**config.mk**
```make
export PLATFORM = sky130hd
export DESIGN_NAME = ordered_list_insert_delete_search
export DESIGN_NICKNAME = d
export VERILOG_FILES = /design/src/olids_pkg.sv /design/src/ordered_list_insert_delete_search.sv /design/src/olids_cell.sv
export VERILOG_INCLUDE_DIRS = /design/src /design/src/src
export SDC_FILE = /design/constraint.sdc
export NUM_CORES = 1
export LEC_CHECK = 0
export BUFFER_PORTS_ARGS = -buffer_cell sky130_fd_sc_hd__buf_2
export CAP_MARGIN = 10
export CORE_UTILIZATION = 25
export CTS_CLUSTER_SIZE = 24
export DETAILED_ROUTE_END_ITERATION = 6
export GPL_TIMING_DRIVEN = 1
export PLACE_DENSITY_LB_ADDON = 0.25
export SYNTH_ARGS = -nofsm -noshare
export SYNTH_HDL_FRONTEND = slang
export SYNTH_SLANG_ARGS = --single-unit
```
**constraint.sdc**
```tcl
create_clock -name clock -period 11.65 [get_ports clock]
set_clock_uncertainty 0.05 [all_clocks]
set_input_delay 1.7475 -clock clock [delete_from_list [all_inputs] [get_ports clock]]
set_output_delay 1.7475 -clock clock [all_outputs]
set_load 0.05 [all_outputs]
```
**src/ordered_list_insert_delete_search_defines.svh**
```systemverilog
// ----------------------------------------------------------------------------
// Ordered list assertion macros
// Shared concurrent assertion forms for the ordered list block.
// ----------------------------------------------------------------------------
`ifndef ORDERED_LIST_INSERT_DELETE_SEARCH_DEFINES_SVH
`define ORDERED_LIST_INSERT_DELETE_SEARCH_DEFINES_SVH

// Checks that cons holds in the same cycle as ante.
`define OLIDS_ASSERT_NOW(label, ante, cons) \
   label: assert property (@(posedge clock) disable iff (reset) (ante) |-> (cons)) \
      else $error("ordered list check failed");

// Checks that cons holds in the cycle after ante.
`define OLIDS_ASSERT_NEXT(label, ante, cons) \
   label: assert property (@(posedge clock) disable iff (reset) (ante) |=> (cons)) \
      else $error("ordered list check failed");

`endif

```
**src/olids_pkg.sv**
```systemverilog
// ----------------------------------------------------------------------------
// Ordered list package
// Types and constants shared by the list cells and the list controller.
// ----------------------------------------------------------------------------
package olids_pkg;

   localparam int DEFAULT_CAPACITY = 16;
   localparam int VALUE_W          = 32;
   localparam int COUNT_OUT_W      = 5;

   // Request action codes.
   typedef enum logic [1:0] {
      ACT_HEAD   = 2'd0,
      ACT_TAIL   = 2'd1,
      ACT_DELETE = 2'd2,
      ACT_SEARCH = 2'd3
   } action_type;

   // Response status codes.
   typedef enum logic [1:0] {
      ST_OK      = 2'd0,
      ST_MISSING = 2'd1,
      ST_EMPTY   = 2'd2,
      ST_FULL    = 2'd3
   } status_type;

   // Controller states.
   typedef enum logic {
      S_IDLE = 1'b0,
      S_EXEC = 1'b1
   } state_type;

   // Operation broadcast to every cell.
   typedef enum logic [2:0] {
      CELL_HOLD    = 3'd0,
      CELL_COMPARE = 3'd1,
      CELL_SHIFT   = 3'd2,
      CELL_TAIL    = 3'd3,
      CELL_CLOSE   = 3'd4
   } cell_op_type;

   typedef struct packed {
      cell_op_type         op;
      logic [VALUE_W-1:0]  value;
   } cell_cmd_type;

   // Per-cell position flags derived from the entry count.
   typedef struct packed {
      logic live;
      logic tail;
   } cell_sel_type;

endpackage

```
**src/ordered_list_insert_delete_search.sv**
```systemverilog
// ----------------------------------------------------------------------------
// Ordered list with insert, delete and search
// Keeps up to CAPACITY signed values in a row of cells, head first.
// ----------------------------------------------------------------------------
// In the cycle a request is accepted all cells compare their entry with the
// value, and in the next cycle the row shifts by one place (insert at head,
// or closing the gap after a delete) or the tail cell takes the value, while
// the response is loaded into the output register. A new request is accepted
// once that register is empty or being taken, and not while the previous
// request is still executing. Delete removes the match nearest the head;
// a full list refuses inserts with the full status.
module ordered_list_insert_delete_search
   import olids_pkg::*;
#(
   parameter int CAPACITY = DEFAULT_CAPACITY
)
(
   input  logic                   clock,
   input  logic                   reset,
   input  logic                   req_valid,
   output logic                   req_stall,
   input  logic [1:0]             req_action,
   input  logic signed [31:0]     req_value,
   output logic                   rsp_valid,
   input  logic                   rsp_stall,
   output logic [1:0]             rsp_status,
   output logic [COUNT_OUT_W-1:0] rsp_entry_count
);

   `include "ordered_list_insert_delete_search_defines.svh"

   localparam int CW = $clog2(CAPACITY + 1);
   localparam logic [CW-1:0] CAP_COUNT = CW'(CAPACITY);

   state_type          state_ff, state_in;
   action_type         action_ff, action_in;
   logic [VALUE_W-1:0] value_ff, value_in;
   logic [CW-1:0]      count_ff, count_in;
   logic               rsp_valid_ff, rsp_valid_in;
   status_type         rsp_status_ff, rsp_status_in;
   logic [COUNT_OUT_W-1:0] rsp_count_ff, rsp_count_in;

   logic               req_accept;
   logic               full;
   logic               found;
   cell_cmd_type       cmd;
   cell_sel_type       sel_w   [CAPACITY];
   logic [VALUE_W-1:0] data_w  [CAPACITY];
   logic               found_w [CAPACITY];

   assign req_stall  = (state_ff != S_IDLE) || (rsp_valid_ff && rsp_stall);
   assign req_accept = req_valid && !req_stall;
   assign full       = (count_ff == CAP_COUNT);
   assign found      = found_w[CAPACITY-1];

   assign rsp_valid       = rsp_valid_ff;
   assign rsp_status      = rsp_status_ff;
   assign rsp_entry_count = rsp_count_ff;

   // Row of list cells, head at index zero.
   for (genvar i = 0; i < CAPACITY; i++) begin : g_cell
      localparam logic [CW-1:0] IDX = CW'(i);
      logic [VALUE_W-1:0] left_data;
      logic [VALUE_W-1:0] right_data;
      logic               found_in;

      assign sel_w[i].live = (IDX < count_ff);
      assign sel_w[i].tail = (IDX == count_ff);

      if (i == 0) begin : g_head
         assign left_data = value_ff;
         assign found_in  = 1'b0;
      end else begin : g_body
         assign left_data = data_w[i-1];
         assign found_in  = found_w[i-1];
      end

      if (i == CAPACITY - 1) begin : g_last
         assign right_data = data_w[i];
      end else begin : g_inner
         assign right_data = data_w[i+1];
      end

      olids_cell u_cell (
         .clock      (clock),
         .reset      (reset),
         .cmd        (cmd),
         .sel        (sel_w[i]),
         .left_data  (left_data),
         .right_data (right_data),
         .found_in   (found_in),
         .data_out   (data_w[i]),
         .found_out  (found_w[i])
      );
   end

   // Sequencer: next state, cell command and response.
   always_comb begin
      state_in      = state_ff;
      action_in     = action_ff;
      value_in      = value_ff;
      count_in      = count_ff;
      rsp_valid_in  = rsp_valid_ff && rsp_stall;
      rsp_status_in = rsp_status_ff;
      rsp_count_in  = rsp_count_ff;
      cmd.op        = CELL_HOLD;
      cmd.value     = value_ff;
      case (state_ff)
         S_IDLE: begin
            if (req_accept) begin
               action_in = action_type'(req_action);
               value_in  = req_value;
               cmd.op    = CELL_COMPARE;
               cmd.value = req_value;
               state_in  = S_EXEC;
            end
         end
         S_EXEC: begin
            rsp_status_in = ST_OK;
            case (action_ff)
               ACT_HEAD: begin
                  if (full) begin
                     rsp_status_in = ST_FULL;
                  end else begin
                     cmd.op   = CELL_SHIFT;
                     count_in = count_ff + CW'(1);
                  end
               end
               ACT_TAIL: begin
                  if (full) begin
                     rsp_status_in = ST_FULL;
                  end else begin
                     cmd.op   = CELL_TAIL;
                     count_in = count_ff + CW'(1);
                  end
               end
               ACT_DELETE: begin
                  if (count_ff == '0) begin
                     rsp_status_in = ST_EMPTY;
                  end else if (found) begin
                     cmd.op   = CELL_CLOSE;
                     count_in = count_ff - CW'(1);
                  end else begin
                     rsp_status_in = ST_MISSING;
                  end
               end
               default: begin
                  rsp_status_in = found ? ST_OK : ST_MISSING;
               end
            endcase
            rsp_count_in = COUNT_OUT_W'(count_in);
            rsp_valid_in = 1'b1;
            state_in     = S_IDLE;
         end
         default: begin
            state_in = S_IDLE;
         end
      endcase
   end

   always_ff @(posedge clock) begin
      if (reset) begin
         state_ff     <= S_IDLE;
         count_ff     <= '0;
         rsp_valid_ff <= 1'b0;
      end else begin
         state_ff     <= state_in;
         count_ff     <= count_in;
         rsp_valid_ff <= rsp_valid_in;
      end
   end

   always_ff @(posedge clock) begin
      action_ff     <= action_in;
      value_ff      <= value_in;
      rsp_status_ff <= rsp_status_in;
      rsp_count_ff  <= rsp_count_in;
   end

   // Consistency checks on the sequencer and entry count.
   `OLIDS_ASSERT_NOW(a_count_bound, 1'b1, count_ff <= CAP_COUNT)
   `OLIDS_ASSERT_NEXT(a_accept_exec, req_accept, state_ff == S_EXEC)
   `OLIDS_ASSERT_NOW(a_exec_slot_free, state_ff == S_EXEC, !rsp_valid_ff)
   `OLIDS_ASSERT_NEXT(a_exec_responds, state_ff == S_EXEC, rsp_valid_ff)
   `OLIDS_ASSERT_NEXT(a_count_only_exec, state_ff == S_IDLE, $stable(count_ff))

endmodule

```
**src/olids_cell.sv**
```systemverilog
// ----------------------------------------------------------------------------
// Ordered list cell
// Holds one list position, compares it with the request value, moves data to
// or from its neighbors on head insert and delete, and loads the value on a tail insert.
// ----------------------------------------------------------------------------
module olids_cell
   import olids_pkg::*;
(
   input  logic               clock,
   input  logic               reset,
   input  cell_cmd_type       cmd,
   input  cell_sel_type       sel,
   input  logic [VALUE_W-1:0] left_data,
   input  logic [VALUE_W-1:0] right_data,
   input  logic               found_in,
   output logic [VALUE_W-1:0] data_out,
   output logic               found_out
);

   logic [VALUE_W-1:0] data_ff;
   logic [VALUE_W-1:0] data_in;
   logic               match_ff;
   logic               match_in;

   // A match here or nearer the head marks this cell as part of the closing shift.
   assign found_out = found_in | match_ff;
   assign data_out  = data_ff;

   // Next entry value and match flag.
   always_comb begin
      data_in  = data_ff;
      match_in = match_ff;
      case (cmd.op)
         CELL_COMPARE: begin
            match_in = sel.live && (data_ff == cmd.value);
         end
         CELL_SHIFT: begin
            data_in = left_data;
         end
         CELL_TAIL: begin
            if (sel.tail) begin
               data_in = cmd.value;
            end
         end
         CELL_CLOSE: begin
            if (found_out) begin
               data_in = right_data;
            end
         end
         default: begin
         end
      endcase
   end

   always_ff @(posedge clock) begin
      data_ff <= data_in;
   end

   always_ff @(posedge clock) begin
      if (reset) begin
         match_ff <= 1'b0;
      end else begin
         match_ff <= match_in;
      end
   end

endmodule

```
**Yosys cells after proc, flatten, opt, wreduce, memory -nomap -nowiden**

Cells that the tools add are included.

- Muxes and demuxes: 66
- Reduce and logical (&&, ||, !) cells: 42
- Bitwise operators: 16
- Order comparisons: 16
- $add $sub $neg: 2
- Equal/unequal tests: 69

Operator list:

| cell | number |
|---|---|
| 32-bit case mux with 3 select lines | 15 |
| 32-bit 2-to-1 mux | 32 |
| 32-bit equality test | 16 |
| 32-bit case mux with 2 select lines | 1 |
| 2-bit by 1-bit != test with 1-bit output (second input constant) | 31 |
| 3-bit AND reduction | 15 |
| 4-bit by 5-bit equality test with 1-bit output (first input constant) | 8 |
| 4-bit by 5-bit < comparator with 1-bit output (first input constant) | 8 |
| 33-bit 2-to-1 mux | 1 |
| 3-bit by 5-bit equality test with 1-bit output (first input constant) | 4 |
| 3-bit by 5-bit < comparator with 1-bit output (first input constant) | 4 |
| 1-bit logical AND | 18 |
| 5-bit 2-to-1 mux | 3 |
| 1-bit OR | 15 |
| 2-bit by 5-bit equality test with 1-bit output (first input constant) | 2 |
| 1-bit by 5-bit < comparator with 1-bit output (first input constant) | 2 |
| 2-bit by 5-bit < comparator with 1-bit output (first input constant) | 2 |
| 5-bit case mux with 2 select lines | 1 |
| 3-bit case mux with 3 select lines | 1 |
| 2-bit 2-to-1 mux | 4 |
| 3-bit by 2-bit equality test with 1-bit output (second input constant) | 2 |
| 3-bit 2-to-1 mux | 2 |
| 3-bit case mux with 2 select lines | 1 |
| 5-bit by 1-bit adder with 5-bit output (second input constant) | 1 |
| other kinds (19) | 22 |

- Register bits: 576
- Bits of input ports: 38

**Logic depth before layout (Yosys ltp)**

Gate-level depths: netlist of run 1.

- Depth after elaboration: 22
- Mapped depth: 12
- Gate-level depth less buffers: 8

**Cells and area by module**

A second synthesis of run 1 with hierarchy kept.

- Cells, all modules: 3282
- Area, all modules: 34157.8 µm²

Modules (own cells, without submodules):

| module | area an instance (µm²) | instances | cells each |
|---|---|---|---|
| olids_cell | 1976.9 | 16 | 192 |
| ordered_list_insert_delete_search | 2527.4 | 1 | 210 |

**Worst setup path after synthesis of run 1**

No wires, ideal clock.

- Kind: reg-to-reg
- Start point: reg count_ff[1]
- End point: reg g_cell[10].u_cell.data_ff[0], enable pin
- Cell stages (with the launch flop): 10
- Slack: 6501 ps
- Arrival time: 4629 ps
- Library setup time: 470 ps
- Period minus slack after synthesis: 5149 ps
- Buffers on the path: 3
- Data required time: 11130 ps
- Cell sequence: dfxtp_1 clkbuf_1 inv_1 ha_1 clkbuf_1 a21oi_1 and2_0 o21ai_1 buf_2 a211oi_1

- Longest elaborated chain between the ends: 7
- Elaborated cells on any way between the ends: 15
- Classes of those cells: eq/ne: 7; mux: 5; reduce/logical: 3

RTL lines:

| item | line | text |
|---|---|---|
| start: declaration | ordered_list_insert_delete_search.sv:38 | `logic [CW-1:0] count_ff, count_in;` |
| start signal: assignment | ordered_list_insert_delete_search.sv:168 | `count_ff <= count_in;` |
| 5-bit equality test / 5-bit zero test (equally long branches) | ordered_list_insert_delete_search.sv:53, ordered_list_insert_delete_search.sv:138 |  |
| 2-bit 2-to-1 mux (tied with other cells) | ordered_list_insert_delete_search.sv:130 | `if (full) begin` |
| 3-bit case mux with 3 select lines | ordered_list_insert_delete_search.sv:120 | `case (action_ff)` |
| 3-bit case mux with 2 select lines | ordered_list_insert_delete_search.sv:108 | `case (state_ff)` |
| 3-bit equality test / 3-bit by 2-bit equality test with 1-bit output (equally long branches) | olids_cell.sv:33 | `case (cmd.op)` |
| 2-bit by 1-bit != test with 1-bit output (no source line) / 3-bit nonzero test (equally long branches) | n/a |  |
| 3-bit AND reduction (no source line) * | n/a |  |
| end signal: assignment | olids_cell.sv:56 | `data_ff <= data_in;` |
| end: declaration | olids_cell.sv:20 | `logic [VALUE_W-1:0] data_ff;` |

Mark *: on every way between the ends. The rest lies on a longest branch, timed or not.
A chain may end at the register's enable or synchronous reset.

**Worst setup path in the final report of run 1**

- Start point: reg count_ff[0]
- End point: reg g_cell[7].u_cell.data_ff[7], data pin

- Longest elaborated chain between the ends: 6
- Elaborated cells on any way between the ends: 11
- Classes of those cells: eq/ne: 4; mux: 6; reduce/logical: 1

RTL lines:

| item | line | text |
|---|---|---|
| 5-bit equality test / 5-bit zero test (equally long branches) | ordered_list_insert_delete_search.sv:53, ordered_list_insert_delete_search.sv:138 |  |
| 2-bit 2-to-1 mux (tied with other cells) | ordered_list_insert_delete_search.sv:130 |  |
| 3-bit case mux with 3 select lines * | ordered_list_insert_delete_search.sv:120 |  |
| 3-bit case mux with 2 select lines * | ordered_list_insert_delete_search.sv:108 |  |
| 3-bit equality test / 3-bit by 2-bit equality test with 1-bit output (equally long branches) | olids_cell.sv:33 |  |
| 32-bit case mux with 3 select lines * | olids_cell.sv:33 |  |
| via g_cell[7].u_cell.data_in[7] | olids_cell.sv:21 | `logic [VALUE_W-1:0] data_in;` |
| end signal: assignment | olids_cell.sv:56 |  |
| end: declaration | olids_cell.sv:20 |  |

The timed path passes the listed nets; every way through them passes the cells marked *.

==> results by group, run 1 <==
Timing
  – Slew headroom: 6.61%
  – Fmax: 0.189 GHz
  – WHS: 0.475 ns
  – Unrepaired setup endpoints after global routing: false
  – Final WS setup: 6.36 ns
  – Final Max Slew Viols: 0
  – Fin crit period: 5.29 ns
  – Post-route clock period utilization: 45.4%
  – Final Hold Fails: 0
  – Worst slew pin tran: 1.37 ns
  – Setup violations, final: 0
  – Final TNS setup: 0 ns

Worst setup path
  – CP Data Arrival Time: 5.73 ns
  – Crit-path max FO: 101
  – Worst setup path class: reg2reg
  – Required @ worst endpoint: 12.10 ns
  – Setup crit start kind: flop
  – R2r setup slk: 6.36 ns
  – CP endpoint kind: flop
  – Reg2Reg Depth: 9
  – Capturing point of the worst reg2reg path: g_cell[7].u_cell.data_out[7]$_DFFE_PP_
  – R2r startpoint: count_ff[0]$_SDFFE_PP0P_

Synthesis
  – Top-area cell type share of the netlist area: 50.6%
  – Cell Area, Synth: 32800 um2
  – Synth area leaders: edfxtp_1 (51%), a221o_1 (15%), xnor2_1 (5.1%), xor2_1 (4.9%), o22ai_1 (1.7%)
  – Mux cell area share after synthesis: 0.404%
  – Mapped Cells: 2749
  – Complex-gate fraction of the synthesized area: 25.9%
  – Synth Area in Adders: 0.191%
  – Most instantiated cells after synthesis: edfxtp_1 (553), a221o_1 (481), xnor2_1 (192), xor2_1 (184), clkbuf_1 (140)
  – Async SR Flop Fraction: 0%
  – Xor/xnor cell area share of the yosys netlist: 10.0%
  – Simple-Gate Fraction of Synth Area: 6.07%
  – Post-synth EDFFs: 553
  – Netlist cell types: 72
  – Dominant synthesized flop cell: edfxtp_1
  – Largest family of logic cells by synthesized area: compound AO/OA/AOI/OAI gates
  – Syn Area/Cell: 11.9 um2
  – Synth Register Bits: 576
  – Post-synth net total: 2792
  – YS warnings: 0
  – Sequential area share after synthesis: 52.0%
  – Synth area leader: edfxtp_1
  – Most frequent cell after synthesis: edfxtp_1

Route
  – DRC: 2
  – Detail Route Antenna Nets: 0
  – Routed WL: 207000 um
  – DR iter-0 viols: 5391
  – WL per Instance: 45.4 um
  – Via-per-instance ratio: 6.53
  – Vias post-DR: 29700
  – Drt first pass iters: 7

Finish
  – # fillers: 13400
  – Area grow syn2layout: 14.4%
  – Nets: 2793
  – Layout cells sized above 1: 11.8%

Global routing
  – Largest net degree at the start of global routing: 102
  – Grt ovf: 0
  – Vias in the first global route: 27300
  – Total GRT Usage: 30.3%
  – First-pass GRT wire length: 270000 um
  – Antenna violations before repair: 11

Floorplan
  – Starting Density: 25.3%
  – Die Ht: 364 um
  – Row cnt: 132
  – Core ar.: 130000 um2
  – Die Wd: 364 um
  – Io pins: 47
  – Die ar.: 133000 um2

CTS
  – Clk Latency, worst-skew pair: 0.66 ns
  – CTS sink cnt: 576
  – H-tree depth: 3
  – Clock buffer depth: 3
  – Clock transition at path regs: 0.06 ns
  – CTS tree: yes
  – Hold Buf Count CTS: 0
  – Cts bufs inserted: 71
  – Number of setup buffers added after CTS: 0
  – Post-cts repair resize count: 0
  – Clock Tree Root: clkbuf_16

Place
  – Setup WS pre-CTS: 5.95 ns
  – Placer congestion estimate: 1.04
  – Detail Placement HPWL: 152000 um
  – Buffers on Ports: 46

Power
  – Switching Fraction: 29.5%
  – Share of power burned in registers: 44.7%
  – Power Dens Cells: 147 nW/um2
  – NetSw: 1.63 mW
  – Internal: 3.91 mW
  – VDD IR max: 0.0829 mV
  – Comb power frac: 13.7%
  – Clock network power share: 41.6%
  – Static Leak: 12.4 nW

Hold path
  – WHS Endpoint: g_cell[5].u_cell.match_ff$_SDFFE_PP0N_
  – WHS Path Cells: 2
  – Hold_sp: g_cell[5].u_cell.match_ff$_SDFFE_PP0N_
  – Hold/Removal Path Class: reg2reg

Flow run
  – # Max-Cap Violations: 0

Status
  – Run status: finished, violations left
  – Failing checks: design-rule violations
==> critical path: stages, from the launching register on <==
cell	delay (ns)
dfxtp_1	0.31
buf_4	0.19
inv_1	0.14
ha_1	0.34
a21oi_1	0.60
and3_4	0.51
buf_4	0.73
buf_4	0.81
buf_4	1.00
a221o_1	0.30
==> metal layers <==
layer,vias to the layer above,global-route usage [%],wire length (um),part of all wire (%)
met4,10,16.6,13000,6.3
met2,2326,44.2,86600,42
met1,15600,41.3,85300,41
met3,470,6.88,21800,11
li1,11300,-,-,-
met5,-,0,71,0.034
==> kinds of logic after synthesis <==
kind of cell,after synthesis
flops,576
fa+ha+maj,5
buf+inv,386
compound gates,1008
mux,13
xor+xnor,376
simple gates,385
==> power by group through the flow <==
| stage | Combinational (mW) | Sequential, mW | Clock [mW] |
|---|---|---|---|
| 2_1_floorplan | 0.378 | 2.44 | 0 |
| 3_3_place_gp | 0.720 | 2.51 | 0 |
| 3_5_place_dp | 0.716 | 2.51 | 0 |
| 4_1_cts | 0.719 | 2.47 | 2.33 |
| 5_1_grt | 0.753 | 2.47 | 2.39 |
| 6_report | 0.757 | 2.48 | 2.31 |
==> final cells by class <==
type,count,area [um2],share of cell area (%)
clock inverter,35,377,1.00
multi-input combinational,1787,14200,37.8
timing repair buffer,184,1270,3.39
tap,1742,2180,5.80
clock buffer,93,1950,5.20
antenna,6,15.0,0.0400
inverter,130,493,1.31
sequential,576,17100,45.4
==> sequential cells by signal, indices dropped and copies added, names as in the netlist <==
signal,cells
rsp_entry_count,5
g_cell.u_cell.match_ff,16
state_ff,1
action_ff,2
rsp_status,2
g_cell.u_cell.data_out,512
g_cell.left_data,32
count_ff,5
rsp_valid,1
==> worst max path at each step <==
stage	startpoint	to	slack, ns
final	count_ff[0]$_SDFFE_PP0P_	g_cell[7].u_cell.data_out[7]$_DFFE_PP_	6.36
after global routing	count_ff[0]$_SDFFE_PP0P_	g_cell[8].u_cell.data_out[13]$_DFFE_PP_	6.18
after CTS	count_ff[0]$_SDFFE_PP0P_	g_cell[7].u_cell.data_out[7]$_DFFE_PP_	6.53
after detailed placement	rsp_stall	g_cell[7].u_cell.match_ff$_SDFFE_PP0N_	5.95
after global placement	rsp_stall	g_cell[1].u_cell.match_ff$_SDFFE_PP0N_	5.85
after floorplan	count_ff[1]$_SDFFE_PP0P_	g_cell[10].u_cell.data_out[0]$_DFFE_PP_	6.50
==> cells in the final DEF, fill, tap and decap left out, drive strengths merged, types with 11 or more instances in the layout <==
cell type and instances:
dfxtp 23, a21oi 109, clkinv 29, a222oi 21, o221ai 14, a31oi 30
a211oi 13, xor2 184, nor4 69, a22o 14, xnor2 192, nand4 47
o2bb2ai 37, inv 127, edfxtp 553, o2111ai 12, a21o 35, buf 184
a2111oi 20, nand2 45, a22oi 19, mux2i 11, a221o 481, nor2 99
o21ai 39, clkbuf 93, a221oi 40, nand2b 12, nand3 32, o22ai 87
nor3 47
==> metrics by stage <==
stage / std cells / utilization (%) / area, um2 / power, mW
floorplan: 2749 / - / 32800 / 2.82
global placement: 4418 / 27.1 / 35200 / 3.23
detailed placement: 4419 / 27.1 / 35200 / 3.23
CTS: 4547 / 28.9 / 37600 / 5.52
global route: 4547 / 28.9 / 37600 / 5.62
finish: 4553 / 28.9 / 37600 / 5.54
(Power assumes the default switching activity.)
==> run 2: changes to the inputs <==
- ABC_AREA: not set -> 1
- clock period: 11.65 -> 5.3 ns (I/O delays scaled with it)
==> run 2 against run 1 <==
- the run now ends clean
- clock power increased by 110%
- register-to-register slack got worse by 5.3 ns
- combinational power increased to 2.8 times the previous value
- count of clock-buffer cells in the layout decreased by 2
- power increased by 130%
- maximum frequency increased by 26%
- synthesized cell count increased by 30%
- sequential cell count unchanged
- first-iteration DRC count decreased by 29%
- non-clock buffer count decreased by 43
- highest routed layer unchanged
==> results by group, run 2 <==
Status
  – Run status: complete, no violations (was finished, violations left)

Synthesis
  – Most frequent cell after synthesis: nand2_1 (was edfxtp_1)
  – Syn Area/Cell: 9.13 um2 (was 11.9 um2)
  – Synth Register Bits: 576 (unchanged)
  – Cell Area, Synth: 32500 um2 (was 32800 um2)
  – Sequential area share after synthesis: 52.4% (was 52.0%)
  – Synth area leader: edfxtp_1 (unchanged)
  – Mapped Cells: 3563 (was 2749)
  – Top-area cell type share of the netlist area: 51.0% (was 50.6%)
  – Dominant synthesized flop cell: edfxtp_1 (unchanged)
  – Netlist cell types: 41 (was 72)
  – Async SR Flop Fraction: 0% (unchanged)
  – Most instantiated cells after synthesis: nand2_1 (993), edfxtp_1 (553), inv_1 (365), nand3_1 (275), o211ai_1 (264) (was edfxtp_1 (553), a221o_1 (481), xnor2_1 (192), xor2_1 (184), clkbuf_1 (140))
  – Synth area leaders: edfxtp_1 (51%), nand2_1 (11%), o211ai_1 (6.1%), xor2_1 (5.2%), nand3_1 (4.2%) (was edfxtp_1 (51%), a221o_1 (15%), xnor2_1 (5.1%), xor2_1 (4.9%), o22ai_1 (1.7%))
  – YS warnings: 0 (unchanged)
  – Post-synth net total: 3606 (was 2792)
  – Post-synth EDFFs: 553 (unchanged)

Worst setup path
  – Crit-path max FO: 58 (was 101)
  – CP Data Arrival Time: 4.71 ns (was 5.73 ns)
  – R2r setup slk: 1.11 ns (was 6.36 ns)
  – CP endpoint kind: flop (unchanged)
  – Setup crit start kind: flop (unchanged)
  – Required @ worst endpoint: 5.82 ns (was 12.10 ns)
  – Worst setup path class: reg2reg (unchanged)

Route
  – DRC: 0 (was 2)
  – DR iter-0 viols: 3835 (was 5391)
  – Routed WL: 150000 um (was 207000 um)
  – Drt first pass iters: 7 (unchanged)
  – Via-per-instance ratio: 5.28 (was 6.53)
  – Vias post-DR: 28300 (was 29700)
  – WL per Instance: 27.9 um (was 45.4 um)
  – Detail Route Antenna Nets: 0 (unchanged)

Floorplan
  – Die ar.: 132000 um2 (was 133000 um2)
  – Die Ht: 363 um (was 364 um)
  – Row cnt: 132 (unchanged)
  – Core ar.: 129000 um2 (was 130000 um2)
  – Starting Density: 25.2% (was 25.3%)
  – Die Wd: 363 um (was 364 um)
  – Io pins: 47 (unchanged)

CTS
  – Clk Latency, worst-skew pair: 0.65 ns (was 0.66 ns)
  – Hold Buf Count CTS: 0 (unchanged)
  – Clock buffer depth: 3 (unchanged)
  – H-tree depth: 3 (unchanged)
  – Post-cts repair resize count: 0 (unchanged)
  – Clock Tree Root: clkbuf_16 (unchanged)
  – Clock transition at path regs: 0.06 ns (about the same)
  – Number of setup buffers added after CTS: 0 (unchanged)
  – CTS sink cnt: 576 (unchanged)
  – Cts bufs inserted: 70 (was 71)
  – CTS tree: yes (unchanged)

Timing
  – Fmax: 0.239 GHz (was 0.189 GHz)
  – Worst slew pin tran: 1.27 ns (was 1.37 ns)
  – Fin crit period: 4.19 ns (was 5.29 ns)
  – Unrepaired setup endpoints after global routing: false (unchanged)
  – Final WS setup: 1.11 ns (was 6.36 ns)
  – Final Max Slew Viols: 0 (unchanged)
  – Slew headroom: 15.0% (was 6.61%)
  – Setup violations, final: 0 (unchanged)
  – Post-route clock period utilization: 79.1% (was 45.4%)
  – Final Hold Fails: 0 (unchanged)
  – Final TNS setup: 0 ns (unchanged)

Finish
  – Post-route design area: 37100 um2 (was 37600 um2)
  – Max reg flops: 512 (unchanged)
  – Ant diodes: 0 (was 6)
  – Area grow syn2layout: 13.9% (was 14.4%)
  – Commonest non-fill, non-tap cell in the layout: nand2_1 (was edfxtp_1)
  – Most frequent cells in the layout: nand2_1 (993), edfxtp_1 (553), inv_1 (364) (was edfxtp_1 (553), a221o_1 (481), xnor2_1 (192))
  – Layout cells sized above 1: 8.20% (was 11.8%)
  – Nets: 3615 (was 2793)

Place
  – Setup WS pre-CTS: 1.09 ns (was 5.95 ns)
  – Detail Placement HPWL: 108000 um (was 152000 um)
  – Placer congestion estimate: 0.960 (was 1.04)
  – Area after DPL: 34900 um2 (was 35200 um2)
  – Buffers on Ports: 46 (unchanged)

Global routing
  – Largest net degree at the start of global routing: 178 (was 102)
  – First-pass GRT wire length: 210000 um (was 270000 um)
  – Vias in the first global route: 27300 (about the same)
  – Grt ovf: 0 (unchanged)
  – Total GRT Usage: 22.2% (was 30.3%)
  – Antenna violations before repair: 8 (was 11)

Power
  – Total power: 12.5 mW (was 5.54 mW)
  – VDD IR max: 0.197 mV (was 0.0829 mV)
  – Static Leak: 14.6 nW (was 12.4 nW)
  – Power Dens Cells: 337 nW/um2 (was 147 nW/um2)

Hold path
  – Hold/Removal Path Class: in2reg (was reg2reg)

Flow run
  – # Max-Cap Violations: 0 (unchanged)
run 2: changes by cell type after synthesis, moves of 89 or more:
cell / delta
nand2_1: +948
a221o_1: -481
inv_1: +244
xnor2_1: -89
o211ai_1: +257
nand3_1: +244
run 2: area by class of cell:
| class | instances | area [um2] |
|---|---|---|
| inverter | 370 | 1400 |
| multi-input combinational | 2413 | 13100 |
| timing repair buffer | 141 | 1120 |
| tap | 1742 | 2180 |
| sequential | 576 | 17100 |
| fill | 13800 | 92300 |
| clock buffer | 91 | 1970 |
| clock inverter | 32 | 241 |
run 2: worst paths after layout:
kind	start	end	cells after the start
setup / recovery	state_ff$_SDFF_PP0_	g_cell[3].u_cell.match_ff$_SDFFE_PP0N_	12
hold / removal	req_action[0]	action_ff[0]$_DFFE_PP_	1
setup reg to reg	state_ff$_SDFF_PP0_	g_cell[3].u_cell.match_ff$_SDFFE_PP0N_	12
hold reg to reg	rsp_valid$_SDFF_PP0_	rsp_valid$_SDFF_PP0_	2
run 2: per-stage QoR:
step	util, %	hold WS, ns	std cells
after floorplan	-	0.444	3563
after global placement	27.0	0.473	5242
after detailed placement	27.0	0.478	5242
after CTS	28.7	0.258	5365
after global routing	28.7	0.280	5365
final	28.7	0.287	5365
run 2: critical path, stage by stage (launching register included):
cell	delay, ns
dfxtp_1	0.65
inv_2	0.22
nand3_2	0.17
buf_12	0.30
o21ai_2	0.07
buf_4	0.24
inv_1	0.77
o22ai_1	0.39
nor4_1	0.69
nand2_1	0.12
nor2_1	0.16
nand3_1	0.08
a21oi_1	0.11
run 2: kinds of logic (layout without fill, tap and decap cells):
group                    count (synthesis)  count (layout)  share of synthesized area (%)
XOR/XNOR                               295             295                           7.94
buffers and inverters                  574             634                           7.72
AO/OA/AOI/OAI                          544             544                           11.4
AND/OR/NAND/NOR                       1569            1569                           20.3
adder cells (fa/ha/maj)                  5               5                          0.192
flip-flops                             576             576                           52.4
run 2: metal layers:
layer / global-route usage, % / share of wire, % / vias to the layer above
met4: 6.06 / 2.6 / 12
met1: 30.2 / 42 / 14200
met5: 0 / 0.052 / -
met2: 34.8 / 45 / 1578
met3: 5.39 / 11 / 220
li1: - / - / 12300
run 2: where the power goes:
part           internal [mW]  total, mW  switching (mW)  leakage (nW)
combinational          0.557       2.09            1.53          8.26
clock                   2.76       4.89            2.14          1.09
sequential              5.28       5.49           0.214          5.27
